==> src/hdl/hashed_trie_symbol_intern_macros.svh <==
// ----------------------------------------------------------------------------
// hashed_trie_symbol_intern_macros
// Assertion helpers for the symbol intern block.
// Every use sits in a module that has clk_i and rst_ni.
// ----------------------------------------------------------------------------
`ifndef HASHED_TRIE_SYMBOL_INTERN_MACROS_SVH
`define HASHED_TRIE_SYMBOL_INTERN_MACROS_SVH

// Property that must hold at every clock edge out of reset.
`define HTSI_ASSERT(lbl, prop, msg) \
  lbl: assert property (@(posedge clk_i) disable iff (!rst_ni) (prop)) else $error(msg);

// Condition in one cycle that forces another in the next cycle.
`define HTSI_ASSERT_NEXT(lbl, pre, post, msg) \
  lbl: assert property (@(posedge clk_i) disable iff (!rst_ni) (pre) |=> (post)) else $error(msg);

`endif

==> src/hdl/htsi_pkg.sv <==
// ----------------------------------------------------------------------------
// htsi_pkg
// Shared constants and types of the hashed trie symbol intern block.
// ----------------------------------------------------------------------------
package htsi_pkg;

  localparam int TABLE_ENTRIES = 4096;
  localparam int IDX_W         = $clog2(TABLE_ENTRIES);
  localparam int SIZE_W        = 13;
  localparam int CHAR_W        = 8;
  localparam int LEN_W         = 8;
  localparam int ENTRY_W       = CHAR_W + IDX_W;

  localparam logic [CHAR_W-1:0] ROOT_MARK = 8'h3F;
  localparam logic [LEN_W-1:0]  LEN_MAX   = 8'hFF;
  localparam logic [SIZE_W-1:0] SIZE_MIN  = 13'd2;
  localparam logic [SIZE_W-1:0] SIZE_MAX  = SIZE_W'(TABLE_ENTRIES);

  // iterative remainder unit
  localparam int DIV_W      = 2 * CHAR_W;
  localparam int MOD_BPC    = 4;
  localparam int MOD_STEPS  = DIV_W / MOD_BPC;
  localparam int MOD_CNT_W  = $clog2(MOD_STEPS);

  // queue between front and back
  localparam int QUEUE_DEPTH = 2;
  localparam int QPTR_W      = $clog2(QUEUE_DEPTH);
  localparam int QCNT_W      = $clog2(QUEUE_DEPTH + 1);

  typedef struct packed {
    logic [CHAR_W-1:0] character;
    logic              first;
    logic [IDX_W-1:0]  sq_mod;   // c*c mod size
    logic [IDX_W-1:0]  c_mod;    // c mod size, the probe stride
  } item_t;

endpackage

==> src/hdl/htsi_queue.sv <==
// ----------------------------------------------------------------------------
// htsi_queue
// Short FIFO of classified items between front and back.
// ----------------------------------------------------------------------------
`include "hashed_trie_symbol_intern_macros.svh"

module htsi_queue (
  input  logic                  clk_i,
  input  logic                  rst_ni,
  input  logic                  push_i,
  input  htsi_pkg::item_t       item_i,
  input  logic                  pop_i,
  output htsi_pkg::item_t       item_o,
  output logic                  full_o,
  output logic                  empty_o
);

  htsi_pkg::item_t               slot_q [htsi_pkg::QUEUE_DEPTH];
  logic [htsi_pkg::QPTR_W-1:0]   wptr_q, rptr_q;
  logic [htsi_pkg::QCNT_W-1:0]   cnt_q;

  assign full_o  = (cnt_q == htsi_pkg::QCNT_W'(htsi_pkg::QUEUE_DEPTH));
  assign empty_o = (cnt_q == '0);
  assign item_o  = slot_q[rptr_q];

  always_ff @(posedge clk_i or negedge rst_ni) begin
    if (!rst_ni) begin
      wptr_q <= '0;
      rptr_q <= '0;
      cnt_q  <= '0;
    end else begin
      if (push_i) wptr_q <= wptr_q + 1'b1;
      if (pop_i)  rptr_q <= rptr_q + 1'b1;
      case ({push_i, pop_i})
        2'b10:   cnt_q <= cnt_q + 1'b1;
        2'b01:   cnt_q <= cnt_q - 1'b1;
        default: cnt_q <= cnt_q;
      endcase
    end
  end

  always_ff @(posedge clk_i) begin
    if (push_i) begin
      slot_q[wptr_q] <= item_i;
    end
  end

  `HTSI_ASSERT(a_push_not_full, !(push_i && full_o), "push into full queue")
  `HTSI_ASSERT(a_pop_not_empty, !(pop_i && empty_o), "pop from empty queue")

endmodule

==> config.mk <==
export PLATFORM = sky130hd
export DESIGN_NAME = htsi_queue
export DESIGN_NICKNAME = d
export VERILOG_FILES = /design/src/hdl/htsi_pkg.sv /design/src/hdl/htsi_queue.sv
export VERILOG_INCLUDE_DIRS = /design/src /design/src/hdl
export SDC_FILE = /design/constraint.sdc
export NUM_CORES = 1
export LEC_CHECK = 0
export ABC_AREA = 1
export BUFFER_PORTS_ARGS = -buffer_cell sky130_fd_sc_hd__buf_2
export CAP_MARGIN = 20
export CORE_MARGIN = 2
export CORE_UTILIZATION = 46
export DETAILED_ROUTE_END_ITERATION = 10
export GPL_ROUTABILITY_DRIVEN = 0
export PLACE_DENSITY = 0.74
export RECOVER_POWER = 25
export REMOVE_ABC_BUFFERS = 1
export SYNTH_ARGS = -nofsm -noshare
export SYNTH_HDL_FRONTEND = slang
export SYNTH_SLANG_ARGS = --single-unit
==> constraint.sdc <==
create_clock -name clk_i -period 2.4 [get_ports clk_i]
set_input_delay 0.48 -clock clk_i [delete_from_list [all_inputs] [get_ports clk_i]]
set_output_delay 0.48 -clock clk_i [all_outputs]
set_load 0.02 [all_outputs]
==> reports/metrics.yaml <==
status: "complete, no violations"
yosys_warnings: 0
cp.buffers_inverters: 2
cts.clk_slew.worst_paths_ps: 70
fillers: 479
min_path_cells: 1
critPathMaxFanout: 39
cp-start-kind: "flip-flop"
final.setup_skew_ps: 4.94
grt_max_degree: 40
drc: 0
yosys-top-cells-area: "edfxtp_1 (75%), o21ai_0 (5.7%), inv_1 (5.5%)"
drtIter0Drc: 90
tritoncts: "yes"
cts-buffers-inserted: 9
wl_per_cell_um: 12.2
report.final.slew_viol_count: 0
cp-startpoint: "rptr_q$_DFFE_PN0P_"
grt_pass1_vias: 1549
final_nets: 314
antenna_left: 0
final_core_util: 0.588
peakVddDrop_uv: 609
synth_edf_count: 66
fp.dieArea_mm2: 0.00640
critPathCaptureType: "primary output"
cts_root_buf: "clkbuf_8"
htreeDepth: 3
crit_type: "reg -> out"
die_w_um: 80.0
syn-cell-area_mm2: 0.00266
r2r_end: "slot_q[1][0]$_DFFE_PP_"
post_cts_resized: 0
rsz0062_at_grt: "false"
io_pins: 72
post-route-period-util: 0.897
syn-mean-instance-area_um2: 13.5
start_util: 0.479
path_cells: "buf_12, nand2_1, o21ai_0, buf_2"
areaGrowthSynthToFinish_pct: 22.6
slowest_stage: "dfrtp_2"
crit_family: "flip-flops"
reg2reg_from: "wptr_q$_DFFE_PN0P_"
ys.flop_type: "edfxtp_1"
io_buffer_count: 71
hold_class: "in -> reg"
p_leak_nw: 1.41
hpwlAfterDp_um: 2900
holdCritStartpoint: "item_i[21]"
synth_seq_area_share: 0.784
synth_most_common_cell: "edfxtp_1"
cp.required_ps: 1920
powerDensity_mw_per_mm2: 1160
clock_sinks: 70
antenna_found_initial: 1
grt_usage: 0.149
drive_gt1_frac: 0.286
synth.distinct_cells: 15
timing.final.hold_violations: 0
r2r_slack_ps: 960
fin_crit_ps: 2150
yosys-top-cells-count: "edfxtp_1 (66), inv_1 (39), nand2_1 (38)"
setup_viol: 0
core_mm2: 0.00554
cts_setup_buffers: 0
vias: 1606
grt_remaining_overflow: 0
cp_data_arrival_time_ps: 1670
hold_end: "slot_q[1][21]$_DFFE_PP_"
clk_latency_ps: 330
max_stage_delay_ps: 740
routed_wl_um: 4280
synth_seq_cells: 70
synth_area_leader_cell: "edfxtp_1"
slew_headroom: 0.609
row_count: 27
diodes: 0
grt_first_pass_wirelength_um: 6980
fp.dieH_um: 80.0
rr_worst_depth: 3
cts_buffer_depth: 2
async_reset_ff_frac: 0.0571
yosys.area.top_type_share: 0.746
first_pass_iters: 4
fmax_mhz: 465
syn_inst: 196
setup_tns_ps: 0
viasPerCell: 4.56
cap_violations: 0
cts_hold_buf: 1
worstMarginPinSlew_ps: 587
[final cells by class]
type                            instances  area, um2  share of cell area
Sequential cell                        70       2080               0.640
Tap cell                               72       90.1              0.0277
Clock buffer                           13        139              0.0427
Clock inverter                          2       10.0             0.00307
Multi-Input combinational cell         80        377               0.116
Inverter                               39        146              0.0450
Timing Repair Buffer                   76        410               0.126
[where the power goes]
part / switching, W / internal [W] / leakage [nW] / total (W)
Combinational: 0.000837 / 0.000418 / 0.664 / 0.00126
Clock: 0.000373 / 0.000367 / 0.0773 / 0.000741
Sequential: 0.000161 / 0.00163 / 0.666 / 0.00179
[cells in the final DEF, fill, tap and decap left out]
master | Yosys | final
nor2_4 | 0 | 1
xor2_1 | 2 | 2
nand4_1 | 1 | 1
o21ai_1 | 3 | 3
buf_4 | 0 | 2
inv_1 | 39 | 39
clkinv_2 | 0 | 2
dfrtp_2 | 0 | 1
clkbuf_1 | 2 | 12
dfrtp_1 | 4 | 3
o21ai_0 | 30 | 30
nor2_1 | 3 | 2
clkbuf_8 | 0 | 9
xnor2_1 | 1 | 1
nand2_1 | 38 | 38
buf_2 | 1 | 63
nand3_1 | 1 | 1
buf_12 | 0 | 2
dlygate4sd3_1 | 0 | 1
edfxtp_1 | 66 | 66
ha_1 | 1 | 1
[how the worst max path moves through the flow]
stage                                        end  slack, ps  cells past startpoint
after global placement                 item_o[5]        600                      4
after CTS                              item_o[5]        210                      4
final                                  item_o[5]        250                      4
after global routing                  item_o[23]        100                      4
after floorplan           slot_q[0][0]$_DFFE_PP_         50                      2
after detailed placement               item_o[5]        580                      4
[sequential cells by signal, indices dropped and copies added, names as in the netlist]
signal and flops:
slot_q 66, cnt_q 2, rptr_q 1, wptr_q 1
[metrics by stage]
step / area (um2) / instances / power [W] / hold slack, ps / worst slack (ps)
floorplan: 2600 / 189 / 0.00256 / 184 / 49.6
global placement: 3110 / 336 / 0.00307 / 297 / 599
detailed placement: 3110 / 336 / 0.00310 / 293 / 578
CTS: 3270 / 352 / 0.00385 / 318 / 208
global route: 3260 / 352 / 0.00403 / 323 / 98.6
finish: 3260 / 352 / 0.00378 / 335 / 247
[cells by family (layout without fill, tap and decap cells)]
group | Yosys count | after routing | synth area share
compound gates | 33 | 33 | 0.0622
xor+xnor | 3 | 3 | 0.00990
buf+inv | 46 | 130 | 0.0768
fa+ha+maj | 1 | 1 | 0.00471
flops | 70 | 70 | 0.784
simple gates | 43 | 43 | 0.0622
[metal layers]
| layer | vias to the layer above | share of wire | global-route usage |
|---|---|---|---|
| met5 | - | 0 | 0 |
| met1 | 735 | 0.42 | 0.168 |
| met4 | 0 | 0.0077 | 0.0915 |
| li1 | 811 | - | - |
| met2 | 56 | 0.50 | 0.249 |
| met3 | 4 | 0.079 | 0.0419 |
Power figures use the tool's default switching activity.
