[src/hdl/hashed_trie_symbol_intern_macros.svh]
// ----------------------------------------------------------------------------
// hashed_trie_symbol_intern_macros
// Assertion helpers for the symbol intern block.
// Every use sits in a module that has clk_i and rst_ni.
// ----------------------------------------------------------------------------
`ifndef HASHED_TRIE_SYMBOL_INTERN_MACROS_SVH
`define HASHED_TRIE_SYMBOL_INTERN_MACROS_SVH

// Property that must hold at every clock edge out of reset.
`define HTSI_ASSERT(lbl, prop, msg) \
  lbl: assert property (@(posedge clk_i) disable iff (!rst_ni) (prop)) else $error(msg);

// Condition in one cycle that forces another in the next cycle.
`define HTSI_ASSERT_NEXT(lbl, pre, post, msg) \
  lbl: assert property (@(posedge clk_i) disable iff (!rst_ni) (pre) |=> (post)) else $error(msg);

`endif

[src/hdl/htsi_pkg.sv]
// ----------------------------------------------------------------------------
// htsi_pkg
// Shared constants and types of the hashed trie symbol intern block.
// ----------------------------------------------------------------------------
package htsi_pkg;

  localparam int TABLE_ENTRIES = 4096;
  localparam int IDX_W         = $clog2(TABLE_ENTRIES);
  localparam int SIZE_W        = 13;
  localparam int CHAR_W        = 8;
  localparam int LEN_W         = 8;
  localparam int ENTRY_W       = CHAR_W + IDX_W;

  localparam logic [CHAR_W-1:0] ROOT_MARK = 8'h3F;
  localparam logic [LEN_W-1:0]  LEN_MAX   = 8'hFF;
  localparam logic [SIZE_W-1:0] SIZE_MIN  = 13'd2;
  localparam logic [SIZE_W-1:0] SIZE_MAX  = SIZE_W'(TABLE_ENTRIES);

  // iterative remainder unit
  localparam int DIV_W      = 2 * CHAR_W;
  localparam int MOD_BPC    = 4;
  localparam int MOD_STEPS  = DIV_W / MOD_BPC;
  localparam int MOD_CNT_W  = $clog2(MOD_STEPS);

  // queue between front and back
  localparam int QUEUE_DEPTH = 2;
  localparam int QPTR_W      = $clog2(QUEUE_DEPTH);
  localparam int QCNT_W      = $clog2(QUEUE_DEPTH + 1);

  typedef struct packed {
    logic [CHAR_W-1:0] character;
    logic              first;
    logic [IDX_W-1:0]  sq_mod;   // c*c mod size
    logic [IDX_W-1:0]  c_mod;    // c mod size, the probe stride
  } item_t;

endpackage

[src/hdl/htsi_mod.sv]
// ----------------------------------------------------------------------------
// htsi_mod
// Iterative restoring remainder: dividend mod divisor, a few bits per cycle.
// ----------------------------------------------------------------------------
module htsi_mod (
  input  logic                          clk_i,
  input  logic                          rst_ni,
  input  logic                          start_i,
  input  logic [htsi_pkg::DIV_W-1:0]    dividend_i,
  input  logic [htsi_pkg::SIZE_W-1:0]   divisor_i,
  output logic                          done_o,
  output logic [htsi_pkg::IDX_W-1:0]    rem_o
);

  logic                          busy_q;
  logic                          done_q;
  logic [htsi_pkg::MOD_CNT_W-1:0] cnt_q;
  logic [htsi_pkg::DIV_W-1:0]    div_q, div_d;
  logic [htsi_pkg::IDX_W-1:0]    rem_q, rem_d;
  logic [htsi_pkg::IDX_W:0]      trial;
  logic                          last;

  // remainder stays below divisor <= TABLE_ENTRIES, so IDX_W bits hold it
  always_comb begin
    rem_d = rem_q;
    div_d = div_q;
    trial = '0;
    for (int i = 0; i < htsi_pkg::MOD_BPC; i++) begin
      trial = {rem_d, div_d[htsi_pkg::DIV_W-1]};
      div_d = {div_d[htsi_pkg::DIV_W-2:0], 1'b0};
      if (trial >= divisor_i) begin
        trial = trial - divisor_i;
      end
      rem_d = trial[htsi_pkg::IDX_W-1:0];
    end
  end

  assign last = (cnt_q == htsi_pkg::MOD_CNT_W'(htsi_pkg::MOD_STEPS - 1));

  always_ff @(posedge clk_i or negedge rst_ni) begin
    if (!rst_ni) begin
      busy_q <= 1'b0;
      done_q <= 1'b0;
      cnt_q  <= '0;
    end else begin
      done_q <= busy_q && last;
      if (start_i) begin
        busy_q <= 1'b1;
        cnt_q  <= '0;
      end else if (busy_q) begin
        cnt_q <= cnt_q + 1'b1;
        if (last) begin
          busy_q <= 1'b0;
        end
      end
    end
  end

  always_ff @(posedge clk_i) begin
    if (start_i) begin
      div_q <= dividend_i;
      rem_q <= '0;
    end else if (busy_q) begin
      div_q <= div_d;
      rem_q <= rem_d;
    end
  end

  assign done_o = done_q;
  assign rem_o  = rem_q;

endmodule

[src/hdl/htsi_front.sv]
// ----------------------------------------------------------------------------
// htsi_front
// Takes characters, works out c*c mod size and c mod size, queues the item.
// ----------------------------------------------------------------------------
module htsi_front (
  input  logic                          clk_i,
  input  logic                          rst_ni,
  input  logic                          req_i,
  input  logic [htsi_pkg::CHAR_W-1:0]   character_i,
  input  logic                          first_i,
  input  logic [htsi_pkg::SIZE_W-1:0]   size_i,
  input  logic                          full_i,
  output logic                          busy_o,
  output logic                          push_o,
  output htsi_pkg::item_t               item_o
);

  localparam logic [1:0] F_IDLE = 2'd0;
  localparam logic [1:0] F_CALC = 2'd1;
  localparam logic [1:0] F_PUSH = 2'd2;

  logic [1:0]                    state_q, state_d;
  logic [htsi_pkg::CHAR_W-1:0]   char_q;
  logic                          first_q;
  logic                          accept;
  logic [htsi_pkg::DIV_W-1:0]    square;
  logic                          sq_done;
  logic [htsi_pkg::IDX_W-1:0]    sq_rem, c_rem;

  assign accept = req_i && (state_q == F_IDLE);
  assign square = htsi_pkg::DIV_W'(character_i) * htsi_pkg::DIV_W'(character_i);

  htsi_mod u_sq_mod (
    .clk_i      (clk_i),
    .rst_ni     (rst_ni),
    .start_i    (accept),
    .dividend_i (square),
    .divisor_i  (size_i),
    .done_o     (sq_done),
    .rem_o      (sq_rem)
  );

  // same latency as the square unit; its done flag is not needed
  htsi_mod u_c_mod (
    .clk_i      (clk_i),
    .rst_ni     (rst_ni),
    .start_i    (accept),
    .dividend_i (htsi_pkg::DIV_W'(character_i)),
    .divisor_i  (size_i),
    .done_o     (),
    .rem_o      (c_rem)
  );

  always_comb begin
    state_d = state_q;
    case (state_q)
      F_IDLE: begin
        if (accept) state_d = F_CALC;
      end
      F_CALC: begin
        if (sq_done) state_d = F_PUSH;
      end
      F_PUSH: begin
        if (!full_i) state_d = F_IDLE;
      end
      default: state_d = F_IDLE;
    endcase
  end

  always_ff @(posedge clk_i or negedge rst_ni) begin
    if (!rst_ni) begin
      state_q <= F_IDLE;
    end else begin
      state_q <= state_d;
    end
  end

  always_ff @(posedge clk_i) begin
    if (accept) begin
      char_q  <= character_i;
      first_q <= first_i;
    end
  end

  assign busy_o           = (state_q != F_IDLE);
  assign push_o           = (state_q == F_PUSH) && !full_i;
  assign item_o.character = char_q;
  assign item_o.first     = first_q;
  assign item_o.sq_mod    = sq_rem;
  assign item_o.c_mod     = c_rem;

endmodule

[config.mk]
export PLATFORM = sky130hd
export DESIGN_NAME = htsi_front
export DESIGN_NICKNAME = d
export VERILOG_FILES = /design/src/hdl/hashed_trie_symbol_intern_macros.svh /design/src/hdl/htsi_pkg.sv /design/src/hdl/htsi_mod.sv /design/src/hdl/htsi_front.sv
export SDC_FILE = /design/constraint.sdc
export NUM_CORES = 1
export LEC_CHECK = 0
export BUFFER_PORTS_ARGS = -buffer_cell sky130_fd_sc_hd__buf_4
export CORE_ASPECT_RATIO = 1.1
export CORE_MARGIN = 8
export CORE_UTILIZATION = 55
export DETAILED_ROUTE_END_ITERATION = 8
export GPL_TIMING_DRIVEN = 0
export PLACE_DENSITY = 0.76
export SLEW_MARGIN = 20
export SYNTH_ARGS = -nofsm -noshare
export SYNTH_HDL_FRONTEND = slang
export SYNTH_HIERARCHICAL = 1
export SYNTH_SLANG_ARGS = --single-unit
[constraint.sdc]
create_clock -name clk_i -period 7.7 [get_ports clk_i]
set_input_delay 0.385 -clock clk_i [delete_from_list [all_inputs] [get_ports clk_i]]
set_output_delay 0.385 -clock clk_i [all_outputs]
set_load 0.02 [all_outputs]
==> results.py, run 1 <==
metrics = {
    "route": {
        "via_count": 10200,
        "wl_met3_mm": 2.53,
        "dr.pass1.iters": 6,
        "route.met2.wl_mm": 16.5,
        "drt-total-wl_mm": 33.6,
        "wirelength_met1_mm": 13.0,
        "drc": 0,
        "postRouteAntennaNets": 0,
        "drtIter0Drc": 945,
        "highest_layer": "met4",
        "via_per_inst": 6.42,
        "drt-wirelength-per-cell_um": 21.1,
    },
    "floorplan": {
        "initial_core_util_pct": 55.9,
        "io_pins": 61,
        "die_h_um": 160,
        "die_w_um": 146,
        "num_rows": 52,
        "coreArea_um2": 18400,
        "dieArea_um2": 23400,
    },
    "grt": {
        "grt_pass1_wl_mm": 47.2,
        "grt_max_degree": 17,
        "grt_overflow": 0,
        "antenna_found_initial": 0,
        "first_global_vias": 9599,
        "track_usage_pct": 24.5,
    },
    "cts": {
        "insertion_delay_ns": 0.35,
        "path_clk_slew_ns": 0.07,
        "htree_levels": 3,
        "cts-root-buf": "clkbuf_16",
        "cts_tree": "done",
        "cts.sinks": 74,
        "ctsLongestPathBuffers": 2,
        "cts_buffers": 9,
    },
    "status": {
        "failed_checks": "negative setup slack",
        "status": "finished with violations",
    },
    "sta": {
        "hold_violations": 0,
        "period_share_pct": 101,
        "maxSlewViolCount": 0,
        "setup_violations": 8,
        "worst_slack_ns": -0.0872,
        "fmax_mhz": 128,
        "min_period_ns": 7.79,
        "relSlewSlack_pct": 51.6,
        "worst_slew_pin_slew_ns": 0.726,
        "skew_ns": 0.0132,
    },
    "placement": {
        "gp_congestion": 0.945,
        "dpl.hpwl_mm": 22.5,
        "pre_cts_slack_ns": -1.77,
        "placed_cell_area_um2": 11100,
        "dp_cells": 1498,
        "io_buffers": 60,
    },
    "critical_path": {
        "start_kind": "flip-flop",
        "end_kind": "flip-flop",
        "arrival_ns": 8.01,
        "crit_fanout": 5,
        "worstPathRequired_ns": 7.92,
        "cpPeakStageDelay_ns": 0.43,
        "r2r_cells": 36,
        "worst-setup-path-type": "reg2reg",
        "critPathSlowestCell": "dfxtp_1",
    },
    "logic_synthesis": {
        "yosys_warnings": 6,
        "syn-instance-count": 1186,
        "syn_area_um2": 10300,
        "syn_area_per_cell_um2": 8.68,
    },
    "flow_run": {
        "maxCapViolations": 0,
    },
    "layout": {
        "nNetsFinal": 1539,
        "drive_above_1_share_pct": 30.8,
        "stdcell_area_um2": 13300,
        "antenna_cells": 0,
        "final_cells": 1592,
        "ff_latch_area_um2": 1940,
        "fill_cells": 1259,
        "areaGrowthSynthToFinish_pct": 29.4,
        "multiInputGateArea_um2": 8870,
    },
    "worst_hold_path": {
        "min_delay_path_depth": 1,
        "min_path_type": "in2reg",
    },
}
[placed cells by master, fill, tap and decap left out, types with 9 or more instances in the layout]
cell type,n
fa_1,31
o21ai_1,20
conb_1,9
edfxtp_1,41
nand4_1,11
nand2b_1,13
mux2_2,40
inv_1,109
mux2_4,18
nor2_1,73
nor3_1,21
a31oi_1,11
clkbuf_16,13
ha_1,96
dfxtp_1,20
o21a_1,11
xnor2_1,60
nand2_1,62
clkbuf_1,12
nor2b_1,15
xor2_1,27
buf_6,10
a21oi_1,57
a21oi_2,18
and2_1,32
o21ai_0,31
ha_4,31
ha_2,9
dfrtp_1,9
a21o_1,24
nand3_1,19
o21bai_1,12
buf_4,128
[routing by layer]
| metal | vias to the layer above | global-route usage [%] |
|---|---|---|
| li1 | 4595 | - |
| met1 | 4902 | 29.7 |
| met2 | 571 | 43.4 |
| met3 | 152 | 3.10 |
| met4 | 0 | 9.24 |
| met5 | - | 0 |
[path summary, 6_finish.rpt]
| check | from | to | slack, ns |
|---|---|---|---|
| min | first_i | first_q | 0.21 |
| min reg2reg | state_q[1] | state_q[0] | 0.52 |
| max in group asynchronous | rst_ni | u_sq_mod/cnt_q[1] | 7.12 |
| max | u_c_mod/rem_o[9] | u_c_mod/rem_o[8] | -0.09 |
| min in group asynchronous | rst_ni | u_sq_mod/done_o | 0.43 |
| max reg2reg | u_c_mod/rem_o[9] | u_c_mod/rem_o[8] | -0.09 |
[critical path: cells and delay by family, from the launching register on]
| kind | cells | cell delay [ns] |
|---|---|---|
| simple gates | 10 | 2.02 |
| buf+inv | 6 | 0.78 |
| flops | 1 | 0.43 |
| mux | 1 | 0.29 |
| fa+ha+maj | 4 | 1.25 |
| compound gates | 15 | 2.86 |
[registers in the layout, summed over array words and instances, names as in the netlist]
register and cells:
u_c_mod/busy_q 1, char_q 8, state_q 2, u_sq_mod/rem_o 12, u_c_mod/div_q 16, u_sq_mod/busy_q 1, u_sq_mod/div_q 16, u_sq_mod/cnt_q 2
u_sq_mod/done_o 1, u_c_mod/cnt_q 2, u_c_mod/rem_o 12, first_q 1
[cell type report]
type / instances / area share [%]
clock buffers: 9 / 1.69
clock inverters: 7 / 0.676
flip-flops and latches: 74 / 14.6
inverters: 123 / 3.63
multi-input cells: 967 / 66.6
repair buffers: 141 / 8.84
plain buffers: 28 / 1.72
well taps: 243 / 2.28
[repair_timing]
action	4_1_cts	5_1_grt
endpoints found under the hold margin	9	0
gates cloned	1	4
pin swaps	44	82
hold buffers	1	0
resized for setup	101	150
setup buffers	37	38
endpoints found under the setup margin	24	24
[through the flow]
stage                     hold slack [ns]  utilization, %  setup TNS [ns]
after global placement              0.213            60.4          -30.83
after CTS                           0.210            66.5               0
after floorplan                    0.0894               -               0
final                               0.213            72.4          -0.469
after global routing                0.202            72.4           -5.04
after detailed placement            0.213            60.5          -32.27
Power of run 1 is not shown: default switching activity piles up to over one toggle a cycle in this logic, so the estimate is an artifact.
==> run 2: changes to the inputs <==
--- a/config.mk
+++ b/config.mk
@@ -7,7 +7,7 @@
 export LEC_CHECK = 0
 export BUFFER_PORTS_ARGS = -buffer_cell sky130_fd_sc_hd__buf_4
 export CORE_ASPECT_RATIO = 1.1
-export CORE_MARGIN = 8
+export CORE_MARGIN = 1
 export CORE_UTILIZATION = 55
 export DETAILED_ROUTE_END_ITERATION = 8
 export GPL_TIMING_DRIVEN = 0
==> run 2 against run 1 <==
Compared with the run above: the run still ends with negative setup slack left; via count down 0.99%; sequential share of layout area decreased by 0.14 points; critical path depth is 3 higher; critical path type unchanged.
==> results.py, run 2 (synthesis results as in run 1) <==
metrics = {
    "layout": {
        "stdcell_area_um2": 13500,
        "drive_above_1_share_pct": 31.6,
        "mostFrequentLayoutCell": "buf_4",
        "nNetsFinal": 1549,
        "antenna_cells": 0,
        "multiInputGateArea_um2": 8990,
        "final_cell_mix": "buf_4 (139), inv_1 (113), ha_1 (93)",
        "largest_registers": "u_c_mod/div_q x16, u_sq_mod/div_q x16",
        "fill_cells": 1254,
        "areaGrowthSynthToFinish_pct": 30.7,
        "ff_latch_area_um2": 1950,
    },
    "cts": {
        "cts-root-buf": "clkbuf_16",
        "path_clk_slew_ns": 0.07,
        "htree_levels": 3,
        "cts_buffers": 9,
        "insertion_delay_ns": 0.35,
        "cts_tree": "done",
        "ctsLongestPathBuffers": 2,
        "cts.sinks": 74,
    },
    "route": {
        "drt-wirelength-per-cell_um": 20.4,
        "drc": 0,
        "drt-total-wl_mm": 32.7,
        "drtIter0Drc": 760,
        "postRouteAntennaNets": 0,
        "via_per_inst": 6.32,
        "dr.pass1.iters": 5,
        "via_count": 10100,
    },
    "critical_path": {
        "critPathSlowestCell": "a2111o_1",
        "crit_fanout": 10,
        "cpPeakStageDelay_ns": 0.43,
        "r2r_cells": 39,
        "worstPathRequired_ns": 7.96,
        "r2r-start": "u_c_mod/div_q[15]",
        "start_kind": "flip-flop",
        "rrSetupSlack_ns": -0.09,
        "timing.rr.end": "u_c_mod/rem_o[4]",
        "worst-setup-path-type": "reg2reg",
        "end_kind": "flip-flop",
        "critPathMostFrequentCell": "ha_4",
        "arrival_ns": 8.05,
    },
    "placement": {
        "placed_cell_area_um2": 11100,
        "io_buffers": 60,
        "dpl.hpwl_mm": 21.6,
        "gp_congestion": 0.963,
    },
    "grt": {
        "grt_pass1_wl_mm": 44.9,
        "track_usage_pct": 29.4,
        "antenna_found_initial": 0,
        "grt_overflow": 0,
        "grt_max_degree": 20,
        "first_global_vias": 9091,
    },
    "worst_hold_path": {
        "min_to": "first_q",
        "min_path_type": "in2reg",
        "min_delay_path_depth": 1,
        "hp-start": "first_i",
    },
    "flow_run": {
        "maxCapViolations": 0,
    },
    "status": {
        "failed_checks": "negative setup slack",
        "status": "finished with violations",
    },
    "sta": {
        "skew_ns": 0.00794,
        "maxSlewViolCount": 0,
        "rsz0062_at_grt": "yes",
        "min_period_ns": 7.79,
        "relSlewSlack_pct": 41.6,
        "period_share_pct": 101,
        "setup_violations": 9,
        "hold_violations": 0,
        "fmax_mhz": 128,
        "hold_slack_ns": 0.210,
        "worst_slew_pin_slew_ns": 0.874,
        "worst_slack_ns": -0.0864,
    },
    "floorplan": {
        "dieArea_um2": 19300,
        "initial_core_util_pct": 56.1,
        "io_pins": 61,
        "die_h_um": 146,
        "num_rows": 52,
        "die_w_um": 132,
        "coreArea_um2": 18300,
    },
}
==> run 2: area by class of cell <==
type,instances,area share [%]
inverters,123,3.51
repair buffers,151,9.06
clock buffers,9,1.67
multi-input cells,967,66.8
flip-flops and latches,74,14.5
plain buffers,28,1.65
well taps,243,2.26
clock inverters,7,0.632
==> run 2: worst max path at each step <==
stage / from / end / slack, ns / cells past startpoint
2_1_floorplan: u_c_mod/div_q[15] / u_c_mod/rem_o[10] / 0.004 / 40
3_3_place_gp: size_i[1] / u_c_mod/rem_o[4] / -1.59 / 38
3_5_place_dp: size_i[1] / u_c_mod/rem_o[0] / -1.74 / 39
4_1_cts: u_sq_mod/div_q[15] / u_sq_mod/rem_o[10] / 0.005 / 35
5_1_grt: u_c_mod/div_q[15] / u_c_mod/rem_o[8] / -0.36 / 38
6_report: u_c_mod/div_q[15] / u_c_mod/rem_o[4] / -0.09 / 39
==> run 2: routing by layer <==
metal	vias up	share of wire, %	track usage (%)	wire length, µm
met4	0	5.0	13.2	1620
met2	499	49	50.9	16100
met1	4852	39	36.3	12800
li1	4628	-	-	-
met5	-	0	0	0
met3	140	6.5	3.97	2120
==> run 2: critical path, delay by kind of cell (launching register included) <==
kind / cells / cell delay, ns
AOI/OAI and AO/OA: 19 / 3.94
muxes: 1 / 0.29
DFF: 1 / 0.37
buffers and inverters: 7 / 0.86
adders and majority gates: 5 / 1.18
xor gates and xnor gates: 1 / 0.08
and+or+nand+nor: 6 / 0.94
==> run 2: metrics by stage <==
stage | worst slack (ns) | setup TNS [ns] | instances | util (%)
global placement | -1.59 | -29.02 | 1497 | 60.6
global route | -0.358 | -4.17 | 1602 | 73.4
finish | -0.0864 | -0.441 | 1602 | 73.4
detailed placement | -1.74 | -31.75 | 1497 | 60.6
CTS | 0.00503 | 0 | 1542 | 65.9
floorplan | 0.00422 | 0 | 1194 | -
==> run 2: what timing repair did <==
| action | 4_1_cts | 5_1_grt |
|---|---|---|
| hold buffers | 1 | 0 |
| setup buffers | 30 | 55 |
| endpoints found under the setup margin | 24 | 24 |
| pin swaps | 26 | 89 |
| cloned | 0 | 5 |
| resized for setup | 88 | 166 |
| endpoints found under the hold margin | 9 | 0 |
Power of run 2 is left out for the same reason.
==> run 3: changes to the inputs <==
--- a/config.mk
+++ b/config.mk
@@ -11,7 +11,7 @@
 export CORE_UTILIZATION = 55
 export DETAILED_ROUTE_END_ITERATION = 8
 export GPL_TIMING_DRIVEN = 0
-export PLACE_DENSITY = 0.76
+export PLACE_DENSITY = 0.73
 export SLEW_MARGIN = 20
 export SYNTH_ARGS = -nofsm -noshare
 export SYNTH_HDL_FRONTEND = slang
==> constraint.sdc (replaced) <==
create_clock -name clk_i -period 7.81 [get_ports clk_i]
set_input_delay 0.3905 -clock clk_i [delete_from_list [all_inputs] [get_ports clk_i]]
set_output_delay 0.3905 -clock clk_i [all_outputs]
set_load 0.02 [all_outputs]
==> run 3 against run 2 <==
Compared with the run above: the run now ends clean; global-route usage up 0.23 points; wire length shrank 7.8%; non-clock buffer count fell by 9; core utilization down 1.8 points; first-iteration DRC count shrank 34%; register-to-register slack improved by 0.19 ns; final cell count is 0.56% lower; clock-buffer cell count is the same; sequential share of layout area is 0.41 points higher; cell area decreased by 2.5%; via count fell by 4.3%.
==> results.py, run 3 (synthesis results as in run 1) <==
metrics = {
    "status": {
        "status": "completed",
    },
    "grt": {
        "met2_usage_pct": 50.4,
        "grt_pass1_wl_mm": 45.5,
        "grt_max_degree": 17,
        "grt_overflow": 0,
        "gr-max-usage-layer": "met2",
        "gr-usage-met3_pct": 3.69,
        "met1_usage_pct": 38.1,
        "first_global_vias": 9140,
        "antenna_found_initial": 0,
        "track_usage_pct": 29.6,
    },
    "sta": {
        "min_period_ns": 7.70,
        "tns_ns": 0,
        "setup_violations": 0,
        "worst_slew_pin_slew_ns": 0.657,
        "period_share_pct": 98.6,
        "skew_ns": 0.0107,
        "hold_violations": 0,
        "fmax_mhz": 130,
        "maxSlewViolCount": 0,
        "relSlewSlack_pct": 56.2,
    },
    "placement": {
        "io_buffers": 60,
        "gp_congestion": 0.927,
        "dpl.hpwl_mm": 21.6,
    },
    "route": {
        "postRouteAntennaNets": 0,
        "via_per_inst": 6.08,
        "drt-wirelength-per-cell_um": 18.9,
        "dr.pass1.iters": 5,
        "drc": 0,
        "drt-total-wl_mm": 30.1,
        "via_count": 9684,
        "drtIter0Drc": 504,
    },
    "critical_path": {
        "rrSetupSlack_ns": 0.11,
        "cp_num_cells": 36,
        "arrival_ns": 7.96,
        "cp_num_buf_inv": 5,
        "r2r_cells": 36,
        "crit_fanout": 8,
        "r2r-start": "u_c_mod/div_q[15]",
        "critPathSlowestCell": "edfxtp_1",
        "worstPathRequired_ns": 8.07,
        "critPathMostFrequentCell": "ha_4",
        "end_kind": "flip-flop",
        "start_kind": "flip-flop",
        "cpPeakStageDelay_ns": 0.44,
        "timing.rr.end": "u_c_mod/rem_o[6]",
        "cpLargestDelayFamily": "compound AO/OA/AOI/OAI gates",
        "worst-setup-path-type": "reg2reg",
    },
    "floorplan": {
        "num_rows": 52,
        "dieArea_um2": 19300,
        "io_pins": 61,
        "coreArea_um2": 18300,
        "die_w_um": 132,
        "die_h_um": 146,
        "initial_core_util_pct": 56.1,
    },
    "layout": {
        "drive_above_1_share_pct": 29.7,
        "final_cell_mix": "buf_4 (136), inv_1 (109), ha_1 (102)",
        "mostFrequentLayoutCell": "buf_4",
        "largest_registers": "u_c_mod/div_q x16, u_sq_mod/div_q x16",
        "antenna_cells": 0,
        "areaGrowthSynthToFinish_pct": 27.5,
        "nNetsFinal": 1540,
    },
    "cts": {
        "htree_levels": 3,
        "cts_buffers": 9,
        "cts_tree": "done",
        "cts.sinks": 74,
        "ctsLongestPathBuffers": 2,
        "insertion_delay_ns": 0.35,
        "path_clk_slew_ns": 0.07,
        "cts-root-buf": "clkbuf_16",
    },
    "worst_hold_path": {
        "min_to": "first_q",
        "min_path_type": "in2reg",
        "min_delay_path_depth": 1,
        "hp-start": "first_i",
    },
    "flow_run": {
        "maxCapViolations": 0,
    },
}
-- run 3: repair_timing --
action                                  in CTS  in global routing
cloned                                       1                  2
gates resized for setup                     84                144
hold buffers                                 1                  0
setup buffers                               29                 48
hold endpoints to repair                     9                  0
endpoints found under the setup margin      24                 24
pin swaps                                   28                 66
-- run 3: worst max-delay path by stage --
stage                            startpoint  slack [ns]                 to
after global placement            size_i[1]       -1.73   u_c_mod/rem_o[8]
after CTS                 u_c_mod/div_q[15]      0.0002   u_c_mod/rem_o[0]
after floorplan           u_c_mod/div_q[15]        0.02  u_c_mod/rem_o[10]
after detailed placement          size_i[1]       -1.80   u_c_mod/rem_o[8]
final                     u_c_mod/div_q[15]        0.11   u_c_mod/rem_o[6]
after global routing              size_i[4]       -0.15   u_c_mod/rem_o[6]
-- run 3: layout make-up --
type                       count  area, µm²
buffer                        28        216
inverter                     123        484
timing repair buffer         142       1130
multi-input combinational    967       8740
fill                        1350       5220
clock inverter                 7       82.6
tap                          243        304
sequential                    74       1950
clock buffer                   9        225
-- run 3: worst register-to-register path: cells and delay by family (launching register included) --
| family | cells | cell delay [ns] |
|---|---|---|
| buf+inv | 5 | 0.63 |
| xor+xnor | 1 | 0.10 |
| fa+ha+maj | 5 | 1.28 |
| compound gates | 17 | 3.64 |
| simple gates | 6 | 0.90 |
| flops | 1 | 0.44 |
| mux | 2 | 0.64 |
-- run 3: metal layers --
| layer | wire (µm) | part of all wire [%] |
|---|---|---|
| met5 | 0 | 0 |
| met4 | 1060 | 3.5 |
| met3 | 1740 | 5.8 |
| met2 | 14500 | 48 |
| met1 | 12800 | 43 |
-- run 3: metrics by stage --
| step | cell area (µm²) | hold slack, ns | utilization, % | instances | setup slack (ns) |
|---|---|---|---|---|---|
| final | 13100 | 0.225 | 71.6 | 1593 | 0.109 |
| after global routing | 13100 | 0.217 | 71.6 | 1593 | -0.149 |
| after CTS | 12100 | 0.218 | 65.7 | 1543 | 0.000178 |
| after detailed placement | 11100 | 0.224 | 60.5 | 1498 | -1.80 |
| after global placement | 11100 | 0.223 | 60.5 | 1497 | -1.73 |
| after floorplan | 10300 | 0.0949 | - | 1194 | 0.0211 |
Power of run 3 is left out for the same reason.
